**src/sv/rss_pkg.sv**
```systemverilog
// Shared types and constants for the rolling-sum substring search.
package rss_pkg;

  localparam int unsigned BYTE_W   = 8;
  localparam int unsigned SUM_W    = 12;
  localparam int unsigned KIND_W   = 2;
  localparam int unsigned STATUS_W = 2;
  localparam int unsigned OUT_POS_W = 16;

  typedef enum logic [KIND_W-1:0] {
    KIND_CLEAR  = 2'd0,
    KIND_APPEND = 2'd1,
    KIND_TEXT   = 2'd2,
    KIND_END    = 2'd3
  } kind_e;

  typedef enum logic [STATUS_W-1:0] {
    ST_NOT_FOUND = 2'd0,
    ST_FOUND     = 2'd1,
    ST_OVERFLOW  = 2'd2
  } status_e;

  typedef struct packed {
    logic clear;
    logic append;
  } pat_cmd_t;

  typedef struct packed {
    logic shift;
    logic restart;
  } win_cmd_t;

endpackage

```
**src/sv/rss_pattern.sv**
```systemverilog
// Pattern store: shift-in byte register, length, thermometer mask, byte sum, overflow flag.
module rss_pattern #(
  parameter int unsigned MAX_PATTERN = 16,
  parameter int unsigned LEN_W       = $clog2(MAX_PATTERN + 1)
) (
  input  logic                                         clk_i,
  input  logic                                         rst_ni,
  input  rss_pkg::pat_cmd_t                            cmd_i,
  input  logic [rss_pkg::BYTE_W-1:0]                   byte_i,
  output logic [LEN_W-1:0]                             len_o,
  output logic [MAX_PATTERN-1:0]                       mask_o,
  output logic [MAX_PATTERN-1:0][rss_pkg::BYTE_W-1:0]  bytes_o,
  output logic [rss_pkg::SUM_W-1:0]                    sum_o,
  output logic                                         ovf_o
);

  // Newest pattern byte sits at index 0, so pattern byte i is bytes_q[len-1-i].
  logic [MAX_PATTERN-1:0][rss_pkg::BYTE_W-1:0] bytes_q, bytes_d;
  logic [LEN_W-1:0]                            len_q, len_d;
  logic [MAX_PATTERN-1:0]                      mask_q, mask_d;
  logic [rss_pkg::SUM_W-1:0]                   sum_q, sum_d;
  logic                                        ovf_q, ovf_d;
  logic                                        room;

  assign room = (len_q < LEN_W'(MAX_PATTERN));

  always_comb begin
    bytes_d = bytes_q;
    len_d   = len_q;
    mask_d  = mask_q;
    sum_d   = sum_q;
    ovf_d   = ovf_q;
    if (cmd_i.clear) begin
      len_d  = '0;
      mask_d = '0;
      sum_d  = '0;
      ovf_d  = 1'b0;
    end else if (cmd_i.append) begin
      if (room) begin
        bytes_d[0] = byte_i;
        for (int k = 1; k < MAX_PATTERN; k++) begin
          bytes_d[k] = bytes_q[k-1];
        end
        len_d  = len_q + LEN_W'(1);
        mask_d = (mask_q << 1) | MAX_PATTERN'(1);
        sum_d  = sum_q + rss_pkg::SUM_W'(byte_i);
      end else begin
        ovf_d = 1'b1;
      end
    end
  end

  always_ff @(posedge clk_i) begin
    bytes_q <= bytes_d;
  end

  always_ff @(posedge clk_i or negedge rst_ni) begin
    if (!rst_ni) begin
      len_q  <= '0;
      mask_q <= '0;
      sum_q  <= '0;
      ovf_q  <= 1'b0;
    end else begin
      len_q  <= len_d;
      mask_q <= mask_d;
      sum_q  <= sum_d;
      ovf_q  <= ovf_d;
    end
  end

  assign len_o   = len_q;
  assign mask_o  = mask_q;
  assign bytes_o = bytes_q;
  assign sum_o   = sum_q;
  assign ovf_o   = ovf_q;

endmodule

```
**src/sv/rss_window.sv**
```systemverilog
// Text window: byte shift line, rolling sum, saturating count and parallel pattern compare.
module rss_window #(
  parameter int unsigned MAX_PATTERN   = 16,
  parameter int unsigned POSITION_BITS = 16,
  parameter int unsigned LEN_W         = $clog2(MAX_PATTERN + 1)
) (
  input  logic                                         clk_i,
  input  logic                                         rst_ni,
  input  rss_pkg::win_cmd_t                            cmd_i,
  input  logic [rss_pkg::BYTE_W-1:0]                   byte_i,
  input  logic [LEN_W-1:0]                             pat_len_i,
  input  logic [MAX_PATTERN-1:0]                       pat_mask_i,
  input  logic [MAX_PATTERN-1:0][rss_pkg::BYTE_W-1:0]  pat_bytes_i,
  input  logic [rss_pkg::SUM_W-1:0]                    pat_sum_i,
  output logic                                         hit_o,
  output logic [POSITION_BITS-1:0]                     pos_o
);

  localparam logic [POSITION_BITS-1:0] CountMax = '1;

  logic [MAX_PATTERN-1:0][rss_pkg::BYTE_W-1:0] win_q, win_d, win_next;
  logic [rss_pkg::SUM_W-1:0]                   sum_q, sum_d, sum_next;
  logic [POSITION_BITS-1:0]                    count_q, count_d, count_next;
  logic [rss_pkg::BYTE_W-1:0]                  leaving;
  logic [MAX_PATTERN-1:0]                      byte_ok;
  logic [POSITION_BITS-1:0]                    len_wide;

  assign len_wide = POSITION_BITS'(pat_len_i);

  // Window as it stands after the incoming text byte.
  always_comb begin
    leaving = '0;
    for (int k = 0; k < MAX_PATTERN; k++) begin
      if (pat_len_i == LEN_W'(k + 1)) leaving = win_q[k];
    end
    win_next[0] = byte_i;
    for (int k = 1; k < MAX_PATTERN; k++) begin
      win_next[k] = win_q[k-1];
    end
    if (pat_len_i != '0) begin
      sum_next = sum_q + rss_pkg::SUM_W'(byte_i) - rss_pkg::SUM_W'(leaving);
    end else begin
      sum_next = sum_q;
    end
    count_next = (count_q == CountMax) ? count_q : count_q + POSITION_BITS'(1);
    for (int k = 0; k < MAX_PATTERN; k++) begin
      byte_ok[k] = !pat_mask_i[k] || (win_next[k] == pat_bytes_i[k]);
    end
  end

  assign hit_o = (pat_len_i != '0) && (count_next >= len_wide) &&
                 (sum_next == pat_sum_i) && (&byte_ok);
  assign pos_o = (count_next == CountMax) ? CountMax : count_next - len_wide;

  always_comb begin
    win_d   = win_q;
    sum_d   = sum_q;
    count_d = count_q;
    if (cmd_i.restart) begin
      win_d   = '0;
      sum_d   = '0;
      count_d = '0;
    end else if (cmd_i.shift) begin
      win_d   = win_next;
      sum_d   = sum_next;
      count_d = count_next;
    end
  end

  always_ff @(posedge clk_i or negedge rst_ni) begin
    if (!rst_ni) begin
      win_q   <= '0;
      sum_q   <= '0;
      count_q <= '0;
    end else begin
      win_q   <= win_d;
      sum_q   <= sum_d;
      count_q <= count_d;
    end
  end

endmodule

```
**src/sv/rolling_sum_substring_search.sv**
```systemverilog
// Rolling-sum substring search: input register, match decision and result register.
//
// Channels: the input channel carries kind_i (clear, append pattern byte, text byte,
// end of text) and byte_value_i; the output channel carries status_o and
// match_position_o. Both use valid/ready; a beat moves when valid and ready are high.
// A beat is held in an input register, where the pattern and window update, the
// rolling sum is checked and the window is compared with the pattern in parallel;
// a result then lands in the output register. One beat per cycle is accepted while
// the input register does not stall.
// A text byte yields a result only for the first match; end of text yields one unless
// a match was already reported. Clear and append beats give no result.
// While a result waits in the output register, items that produce no result keep
// flowing; the input register stalls only when it holds a result-producing item and
// the output register is full and not taken, which then drops in_ready_o.
// Reset empties the pattern, zeros the window, sum and position count, and leaves
// both registers empty; the block accepts beats as soon as reset is released.
module rolling_sum_substring_search #(
  parameter int unsigned MAX_PATTERN   = 16,
  parameter int unsigned POSITION_BITS = 16
) (
  input  logic                          clk_i,
  input  logic                          rst_ni,
  input  logic                          in_valid_i,
  output logic                          in_ready_o,
  input  logic [rss_pkg::KIND_W-1:0]    kind_i,
  input  logic [rss_pkg::BYTE_W-1:0]    byte_value_i,
  output logic                          out_valid_o,
  input  logic                          out_ready_i,
  output logic [rss_pkg::STATUS_W-1:0]  status_o,
  output logic [rss_pkg::OUT_POS_W-1:0] match_position_o
);

  localparam int unsigned LenW = $clog2(MAX_PATTERN + 1);

  logic                                        s1_valid_q, s1_valid_d;
  rss_pkg::kind_e                              kind_q;
  logic [rss_pkg::BYTE_W-1:0]                  byte_q;
  logic                                        done_q, done_d;
  logic                                        out_valid_q, out_valid_d;
  rss_pkg::status_e                            status_q, status_d;
  logic [rss_pkg::OUT_POS_W-1:0]               pos_q, pos_d;

  logic                                        s1_fire;
  logic                                        has_res;
  rss_pkg::pat_cmd_t                           pat_cmd;
  rss_pkg::win_cmd_t                           win_cmd;
  logic [LenW-1:0]                             pat_len;
  logic [MAX_PATTERN-1:0]                      pat_mask;
  logic [MAX_PATTERN-1:0][rss_pkg::BYTE_W-1:0] pat_bytes;
  logic [rss_pkg::SUM_W-1:0]                   pat_sum;
  logic                                        pat_ovf;
  logic                                        hit;
  logic [POSITION_BITS-1:0]                    hit_pos;
  logic [31:0]                                 hit_pos_wide;
  rss_pkg::status_e                            res_status;
  logic [rss_pkg::OUT_POS_W-1:0]               res_pos;

  rss_pattern #(
    .MAX_PATTERN (MAX_PATTERN),
    .LEN_W       (LenW)
  ) u_pattern (
    .clk_i   (clk_i),
    .rst_ni  (rst_ni),
    .cmd_i   (pat_cmd),
    .byte_i  (byte_q),
    .len_o   (pat_len),
    .mask_o  (pat_mask),
    .bytes_o (pat_bytes),
    .sum_o   (pat_sum),
    .ovf_o   (pat_ovf)
  );

  rss_window #(
    .MAX_PATTERN   (MAX_PATTERN),
    .POSITION_BITS (POSITION_BITS),
    .LEN_W         (LenW)
  ) u_window (
    .clk_i       (clk_i),
    .rst_ni      (rst_ni),
    .cmd_i       (win_cmd),
    .byte_i      (byte_q),
    .pat_len_i   (pat_len),
    .pat_mask_i  (pat_mask),
    .pat_bytes_i (pat_bytes),
    .pat_sum_i   (pat_sum),
    .hit_o       (hit),
    .pos_o       (hit_pos)
  );

  assign hit_pos_wide = 32'(hit_pos);

  // Decide whether the held item yields a result, and which.
  always_comb begin
    has_res    = 1'b0;
    res_status = rss_pkg::ST_NOT_FOUND;
    res_pos    = '0;
    case (kind_q)
      rss_pkg::KIND_TEXT: begin
        if (!done_q && !pat_ovf) begin
          if (pat_len == '0) begin
            has_res    = 1'b1;
            res_status = rss_pkg::ST_FOUND;
          end else if (hit) begin
            has_res    = 1'b1;
            res_status = rss_pkg::ST_FOUND;
            res_pos    = hit_pos_wide[rss_pkg::OUT_POS_W-1:0];
          end
        end
      end
      rss_pkg::KIND_END: begin
        if (!done_q) begin
          has_res = 1'b1;
          if (pat_ovf) begin
            res_status = rss_pkg::ST_OVERFLOW;
          end else if (pat_len == '0) begin
            res_status = rss_pkg::ST_FOUND;
          end else begin
            res_status = rss_pkg::ST_NOT_FOUND;
          end
        end
      end
      default: begin
        has_res = 1'b0;
      end
    endcase
  end

  // Hold the item only while its result cannot enter the output register.
  assign s1_fire    = s1_valid_q && (!has_res || !out_valid_q || out_ready_i);
  assign in_ready_o = !s1_valid_q || s1_fire;

  always_comb begin
    pat_cmd.clear   = s1_fire && (kind_q == rss_pkg::KIND_CLEAR);
    pat_cmd.append  = s1_fire && (kind_q == rss_pkg::KIND_APPEND);
    win_cmd.shift   = s1_fire && (kind_q == rss_pkg::KIND_TEXT);
    win_cmd.restart = s1_fire && (kind_q != rss_pkg::KIND_TEXT);
  end

  always_comb begin
    s1_valid_d = s1_valid_q;
    if (in_valid_i && in_ready_o) begin
      s1_valid_d = 1'b1;
    end else if (s1_fire) begin
      s1_valid_d = 1'b0;
    end

    done_d = done_q;
    if (win_cmd.restart) begin
      done_d = 1'b0;
    end else if (win_cmd.shift && has_res) begin
      done_d = 1'b1;
    end

    out_valid_d = out_valid_q;
    status_d    = status_q;
    pos_d       = pos_q;
    if (s1_fire && has_res) begin
      out_valid_d = 1'b1;
      status_d    = res_status;
      pos_d       = res_pos;
    end else if (out_ready_i) begin
      out_valid_d = 1'b0;
    end
  end

  always_ff @(posedge clk_i) begin
    if (in_valid_i && in_ready_o) begin
      kind_q <= rss_pkg::kind_e'(kind_i);
      byte_q <= byte_value_i;
    end
    status_q <= status_d;
    pos_q    <= pos_d;
  end

  always_ff @(posedge clk_i or negedge rst_ni) begin
    if (!rst_ni) begin
      s1_valid_q  <= 1'b0;
      done_q      <= 1'b0;
      out_valid_q <= 1'b0;
    end else begin
      s1_valid_q  <= s1_valid_d;
      done_q      <= done_d;
      out_valid_q <= out_valid_d;
    end
  end

  assign out_valid_o      = out_valid_q;
  assign status_o         = status_q;
  assign match_position_o = pos_q;

  a_pos_zero_unless_found: assert property (@(posedge clk_i) disable iff (!rst_ni)
    out_valid_o && (status_q != rss_pkg::ST_FOUND) |-> match_position_o == '0)
    else $error("nonzero position on a result other than found");

  a_stall_only_when_blocked: assert property (@(posedge clk_i) disable iff (!rst_ni)
    !in_ready_o |-> s1_valid_q && out_valid_q && !out_ready_i && has_res)
    else $error("input stalled without a blocked result");

  a_text_result_marks_done: assert property (@(posedge clk_i) disable iff (!rst_ni)
    s1_fire && has_res && (kind_q == rss_pkg::KIND_TEXT) |=> done_q && out_valid_q)
    else $error("found result did not end the search");

  a_overflow_at_capacity: assert property (@(posedge clk_i) disable iff (!rst_ni)
    pat_ovf |-> pat_len == LenW'(MAX_PATTERN))
    else $error("overflow flagged below pattern capacity");

  a_no_text_result_when_done: assert property (@(posedge clk_i) disable iff (!rst_ni)
    done_q && s1_fire && (kind_q == rss_pkg::KIND_TEXT) |=> $stable(out_valid_q) ||
    $fell(out_valid_q))
    else $error("second result after a reported match");

endmodule

```
**config.mk**
```make
export PLATFORM = sky130hd
export DESIGN_NAME = rolling_sum_substring_search
export DESIGN_NICKNAME = d
export VERILOG_FILES = /design/src/sv/rss_pkg.sv /design/src/sv/rss_pattern.sv /design/src/sv/rss_window.sv /design/src/sv/rolling_sum_substring_search.sv
export SDC_FILE = /design/constraint.sdc
export NUM_CORES = 1
export LEC_CHECK = 0
export BUFFER_PORTS_ARGS = -buffer_cell sky130_fd_sc_hd__buf_2
export CAP_MARGIN = 5
export CORE_MARGIN = 3
export CORE_UTILIZATION = 65
export CTS_CLUSTER_DIAMETER = 150
export CTS_CLUSTER_SIZE = 25
export DETAILED_ROUTE_END_ITERATION = 10
export PLACE_DENSITY = 0.8
export SLEW_MARGIN = 20
export SYNTH_ARGS = -nofsm -noshare
export SYNTH_HDL_FRONTEND = slang
export SYNTH_SLANG_ARGS = --single-unit
export TNS_END_PERCENT = 50
```
**constraint.sdc**
```tcl
create_clock -name clk_i -period 10.9 [get_ports clk_i]
set_clock_uncertainty 0.15 [all_clocks]
set_input_delay 1.09 -clock clk_i [delete_from_list [all_inputs] [get_ports clk_i]]
set_output_delay 1.09 -clock clk_i [all_outputs]
set_load 0.01 [all_outputs]
```
After elaboration in Yosys (flattened, before gate mapping). Cells that the tools add are included.

$mul: 0. Shift operators: 0. $add $sub $neg: 6. Bitwise operators: 4. Reduce and logical (&&, ||, !) cells: 66. Divide/modulo/power cells: 0. Order comparisons: 2. Eq/ne operators: 40. Mux-type cells: 55.

Operators with widths (count): two-way mux 128 bit (2); equality test 8 bit (16); two-way mux 8 bit (16); two-way mux 16 bit (7); two-way mux 12 bit (6); equality test 5 x 4 -> 1 bit, second input constant (8); equality test 16 bit, second input constant (2); adder 12 x 8 -> 12 bit (2); logical NOT 1 bit (21); equality test 5 x 3 -> 1 bit, second input constant (4); logical OR 1 bit (19); two-way mux 1 bit (17); adder 16 x 1 -> 16 bit, second input constant (1); >= comparator 16 x 5 -> 1 bit (1); AND reduction 16 bit (1); subtractor 16 x 5 -> 16 bit (1); two-way mux 5 bit (3); equality test 12 bit (1); logical AND 1 bit (12); nonzero test 2 bit (6); subtractor 12 x 8 -> 12 bit (1); equality test 5 x 2 -> 1 bit, second input constant (2); adder 5 x 1 -> 5 bit, second input constant (1); equality test 5 x 1 -> 1 bit, second input constant (1); other kinds (15) (22).

Bits in writable memories: 0. Bits in read-only memories: 0. Memories: 0. Flip-flop bits (word level): 349. Output and inout port bits: 20. Latch bits: 0.

Logic depth before layout (Yosys ltp).
Word-level depth: 34. Depth in mapped cells: 30. Gate-level depth less buffers: 27.

Cells and area by module. From an unflattened synthesis, not the netlist that was laid out.

Cell total of the unflattened synthesis: 1545. Area, all modules: 17469.3 um2.

By module, submodules not included: rss_window (cells an instance 1148, area an instance 10561.4 um2, instances 1); rss_pattern (cells an instance 321, area an instance 5677.9 um2, instances 1); rolling_sum_substring_search (cells an instance 76, area an instance 1229.9 um2, instances 1).

Worst setup path before layout. No wires, ideal clock.

Kind: register -> output. From: register u_pattern.len_q[1] (netlist: u_pattern.len_o[1]). To: output in_ready_o. Data required time: 9.660 ns. Buffers on the path: 0. Path slack: 3.792 ns. Arrival: 5.868 ns. Cell stages (with the launch flop): 25. Path through: dfrtp_1 -> inv_1 -> ha_1 -> nand2b_1 -> nor4_1 -> a221oi_1 -> o22a_1 -> o311ai_0 -> o21ai_0 -> nand2_1 -> o211ai_1 -> a311oi_1 -> o21ai_0 -> fa_1 -> inv_1 -> fa_1 -> xnor2_1 -> a2111oi_0 -> o2111ai_1 -> or4b_2 -> nor4_1 -> and3_1 -> nand3_2 -> a21bo_2 -> nand2b_1.

Cells in the longest elaborated chain, start to end: 31. Elaborated cells between the ends (all ways): 50.

Ends and longest elaborated chain: start, declared (line rss_pattern.sv:19) `logic [LEN_W-1:0] len_q, len_d;`; start signal, assigned (line rss_pattern.sv:64) `len_q <= len_d;`; equality test 5 x 1 -> 1 bit (line rss_window.sv:34) `if (pat_len_i == LEN_W'(k + 1)) leaving = win_q[k];`; two-way mux 8 bit (16 in series) (line rss_window.sv:34); subtractor 12 x 8 -> 12 bit (line rss_window.sv:41) `sum_next = sum_q + rss_pkg::SUM_W'(byte_i) - rss_pkg::SUM_W'(leaving);`; two-way mux 12 bit (line rss_window.sv:40) `if (pat_len_i != '0) begin`; equality test 12 bit (line rss_window.sv:52) `(sum_next == pat_sum_i) && (&byte_ok);`; logical AND 1 bit (line rss_window.sv:51) `assign hit_o = (pat_len_i != '0) && (count_next >= len_wide) &&`; logical AND 1 bit (line rss_window.sv:52); two-way mux 1 bit (line rolling_sum_substring_search.sv:103) `end else if (hit) begin`; two-way mux 1 bit * (line rolling_sum_substring_search.sv:100) `if (pat_len == '0) begin`; two-way mux 1 bit * (line rolling_sum_substring_search.sv:99) `if (!done_q && !pat_ovf) begin`; one-hot mux 1 bit (2 select lines) * (line rolling_sum_substring_search.sv:97) `case (kind_q)`; logical NOT 1 bit * (line rolling_sum_substring_search.sv:129) `assign s1_fire = s1_valid_q && (!has_res || !out_valid_q || out_ready_i);`; logical OR 1 bit * (2 in series) (line rolling_sum_substring_search.sv:129); logical AND 1 bit * (line rolling_sum_substring_search.sv:129); logical OR 1 bit * (line rolling_sum_substring_search.sv:130) `assign in_ready_o = !s1_valid_q || s1_fire;`; end, declared (line rolling_sum_substring_search.sv:24) `output logic in_ready_o,`.

Every way passes the cells marked *; elsewhere a longest branch is shown, timed or not.

Worst setup path after layout. Same ends and word-level chain as after synthesis.

==> qor.yml <==
run_status:
  status: "complete, no violations"
routing:
  vias: 13900
  drc: 0
  routed_via_density: 6.61
  first_pass_iters: 5
  ant_nets: 0
  drt_iter0_markers: 2000
  wl_per_cell_um: 22.1
  routed_wirelength_um: 46500
timing:
  relSlewSlack: 0.237
  max_freq_mhz: 104
  finalSetupViolations: 0
  fin_hold_ws_ns: 0.322
  hold_viol: 0
  rsz0062_at_grt: "no"
  finalMaxSlewViolations: 0
  worstMarginPinSlew_ns: 1.14
  finalCritPeriodShare: 0.881
  period_needed_ns: 9.61
  tns_ns: 0
  fin_ws_ns: 1.29
cells_and_area:
  layout-drive-gt1-share: 0.0573
  area_growth_pct: 4.66
  nets: 1774
  antenna_cells: 0
  regArea_um2: 9510
  n_fill_cell: 2039
  multi_input_area_um2: 7960
yosys:
  ys.flop_type: "dfrtp_1"
  synth-edff-count: 156
  syn_inst: 1753
  synth_nets: 1808
  syn_area_um2: 18100
  yosys_register_bits: 349
  async_reset_ff_frac: 0.553
  yosysSeqAreaShare: 0.526
  ys.warnings.count: 0
  postSynthAreaPerCell_um2: 10.3
  synthDistinctLibCells: 84
critical_path:
  timing_worst_setup_path_type: "flop to primary output"
  slowest_stage: "nor4_1"
  arrival_ns: 8.37
  end_kind: "primary output"
  cp-start-kind: "flop"
  critical-path-max-stage-delay_ns: 0.79
  critical_path_peak_fanout: 18
  required_ns: 9.66
placement:
  hpwl_um: 32100
  gp_congestion: 0.946
  portBuffers: 33
  place_ws_ns: 2.01
floorplanning:
  die_w_um: 173
  die_h_um: 173
  start_util: 0.665
  row_count: 60
  core-area_um2: 27200
  dieArea_um2: 29800
  design.portCount: 34
flow_run:
  max_cap_viol_count: 0
clock_network:
  clkSinkCount: 349
  post_cts_buffers: 0
  numCtsBuffers: 17
  clockRootBuffer: "clkbuf_16"
  cts_tree: "built"
  clk_latency_ns: 0.52
  htree_num_levels: 1
  clockBufferDepth: 3
  cts.clk_slew.worst_paths_ns: 0.12
  hold_buffers: 0
  post_cts_resized: 0
min_path:
  hold_path_class: "flop to flop"
global_routing:
  gr-usage-all-layers: 0.306
  grt-ovfl-total: 0
  grt_pass1_vias: 13200
  grt_first_pass_wirelength_um: 73700
  antenna_found_initial: 0
  grt_max_degree: 100
power:
  p_leak_nw: 7.74
  power_density_nw_per_um2: 156
  ir_drop_mv: 0.136
## path summary, 6_finish.rpt
check | from | end | slack, ns | cells after the start
max in group asynchronous | rst_ni | u_window.win_next[13] | 8.14 | 3
min in group asynchronous | rst_ni | u_window.count_q[15] | 0.45 | 1
max | u_pattern.len_o[1] | in_ready_o | 1.29 | 25
min reg2reg | u_pattern.bytes_o[25] | u_pattern.bytes_o[33] | 0.32 | 0
min | u_pattern.bytes_o[25] | u_pattern.bytes_o[33] | 0.32 | 0
max reg2reg | u_pattern.len_o[1] | u_window.win_next[123] | 1.81 | 27
## cell usage after synthesis, types with 6 or more instances
cell type | instances | area (um2)
fa_1 | 10 | 200
a21o_1 | 11 | 82.6
a22o_1 | 31 | 272
nor3_1 | 22 | 110
o211ai_1 | 14 | 105
a31oi_1 | 9 | 56.3
nand3_1 | 152 | 761
o31ai_1 | 6 | 45.0
a22oi_1 | 7 | 52.6
nand3b_1 | 10 | 75.1
nand2_1 | 198 | 743
xnor2_1 | 155 | 1360
o41ai_1 | 6 | 52.6
nor4_1 | 10 | 62.6
mux2i_1 | 12 | 120
or2_2 | 7 | 43.8
nand2b_1 | 19 | 119
clkbuf_2 | 6 | 30.0
dfrtp_1 | 193 | 4830
nor2b_1 | 13 | 81.3
buf_1 | 16 | 60.1
a221oi_1 | 7 | 61.3
clkbuf_1 | 54 | 203
o2bb2ai_1 | 9 | 78.8
nor2_1 | 68 | 255
o21ai_0 | 197 | 986
o22ai_1 | 9 | 56.3
o221ai_1 | 6 | 52.6
ha_1 | 31 | 388
buf_2 | 20 | 100
edfxtp_1 | 156 | 4680
xor2_1 | 16 | 140
or3_1 | 8 | 50.1
o21a_1 | 6 | 45.0
a21oi_1 | 68 | 340
nand4_1 | 49 | 307
inv_1 | 53 | 199
## routing by layer
metal / track usage / vias up / part of all wire / wire length (um)
li1: - / 6264 / - / -
met1: 0.441 / 6825 / 0.41 / 19000
met2: 0.488 / 690 / 0.47 / 22000
met3: 0.0474 / 119 / 0.081 / 3770
met4: 0.0966 / 0 / 0.035 / 1640
met5: 0 / - / 0 / 0
## state kept, by name (all words and copies together) (netlist names), 5 cells and up
signal	cells
u_window.win_q	8
u_pattern.bytes_o	128
byte_q	8
u_pattern.len_o	5
u_window.win_next	120
match_position_o	16
u_window.sum_q	12
u_pattern.mask_o	16
u_pattern.sum_o	12
u_window.count_q	16
## per-stage QoR
| stage | utilization | power [mW] | cells | instance area [um2] |
|---|---|---|---|---|
| after floorplan | - | 2.06 | 1753 | 18100 |
| after global placement | 0.677 | 2.23 | 2071 | 18400 |
| after detailed placement | 0.677 | 2.25 | 2071 | 18400 |
| after CTS | 0.695 | 2.93 | 2100 | 18900 |
| after global routing | 0.696 | 3.08 | 2101 | 18900 |
| final | 0.696 | 2.94 | 2101 | 18900 |
## logic make-up after synthesis
| kind of cell | count (synthesis) | share of synthesized area |
|---|---|---|
| flops | 349 | 0.526 |
| xor+xnor | 173 | 0.0851 |
| simple gates | 589 | 0.162 |
| compound gates | 429 | 0.148 |
| buf+inv | 155 | 0.0359 |
| mux | 17 | 0.00976 |
| fa+ha+maj | 41 | 0.0325 |
## cell type report
| type | instances | share of cell area |
|---|---|---|
| clock buffers | 29 | 0.0249 |
| inverters | 54 | 0.0107 |
| multi-input cells | 1249 | 0.421 |
| flip-flops and latches | 349 | 0.503 |
| well taps | 372 | 0.0246 |
| repair buffers | 48 | 0.0162 |
## report_power, final
group | switching (mW) | leakage [nW] | total, mW | internal [mW]
Combinational | 0.456 | 3.40 | 0.751 | 0.295
Sequential | 0.0636 | 4.12 | 1.49 | 1.43
Clock | 0.403 | 0.224 | 0.702 | 0.299
## critical path, delay by kind of cell (launching register included)
| kind | cells | cell delay, ns |
|---|---|---|
| and+or+nand+nor | 8 | 2.75 |
| AOI/OAI and AO/OA | 10 | 2.65 |
| adders and majority gates | 3 | 1.42 |
| DFF | 1 | 0.44 |
| buffers and inverters | 3 | 0.39 |
| xor gates and xnor gates | 1 | 0.16 |
## cells in the final DEF, fill, tap and decap left out, types with 12 or more instances in the layout
| cell | count |
|---|---|
| mux2i_1 | 12 |
| buf_4 | 14 |
| a21oi_1 | 68 |
| o211ai_1 | 14 |
| nor2b_1 | 12 |
| o21ai_0 | 197 |
| clkbuf_16 | 17 |
| buf_2 | 32 |
| dfrtp_1 | 193 |
| nand3_1 | 152 |
| nand2_1 | 198 |
| nand2b_1 | 19 |
| nand4_1 | 49 |
| xnor2_1 | 155 |
| nor3_1 | 21 |
| xor2_1 | 16 |
| ha_1 | 31 |
| nor2_1 | 67 |
| a22o_1 | 31 |
| clkbuf_1 | 12 |
| edfxtp_1 | 156 |
| inv_1 | 53 |
Power figures use the tool's default switching activity.
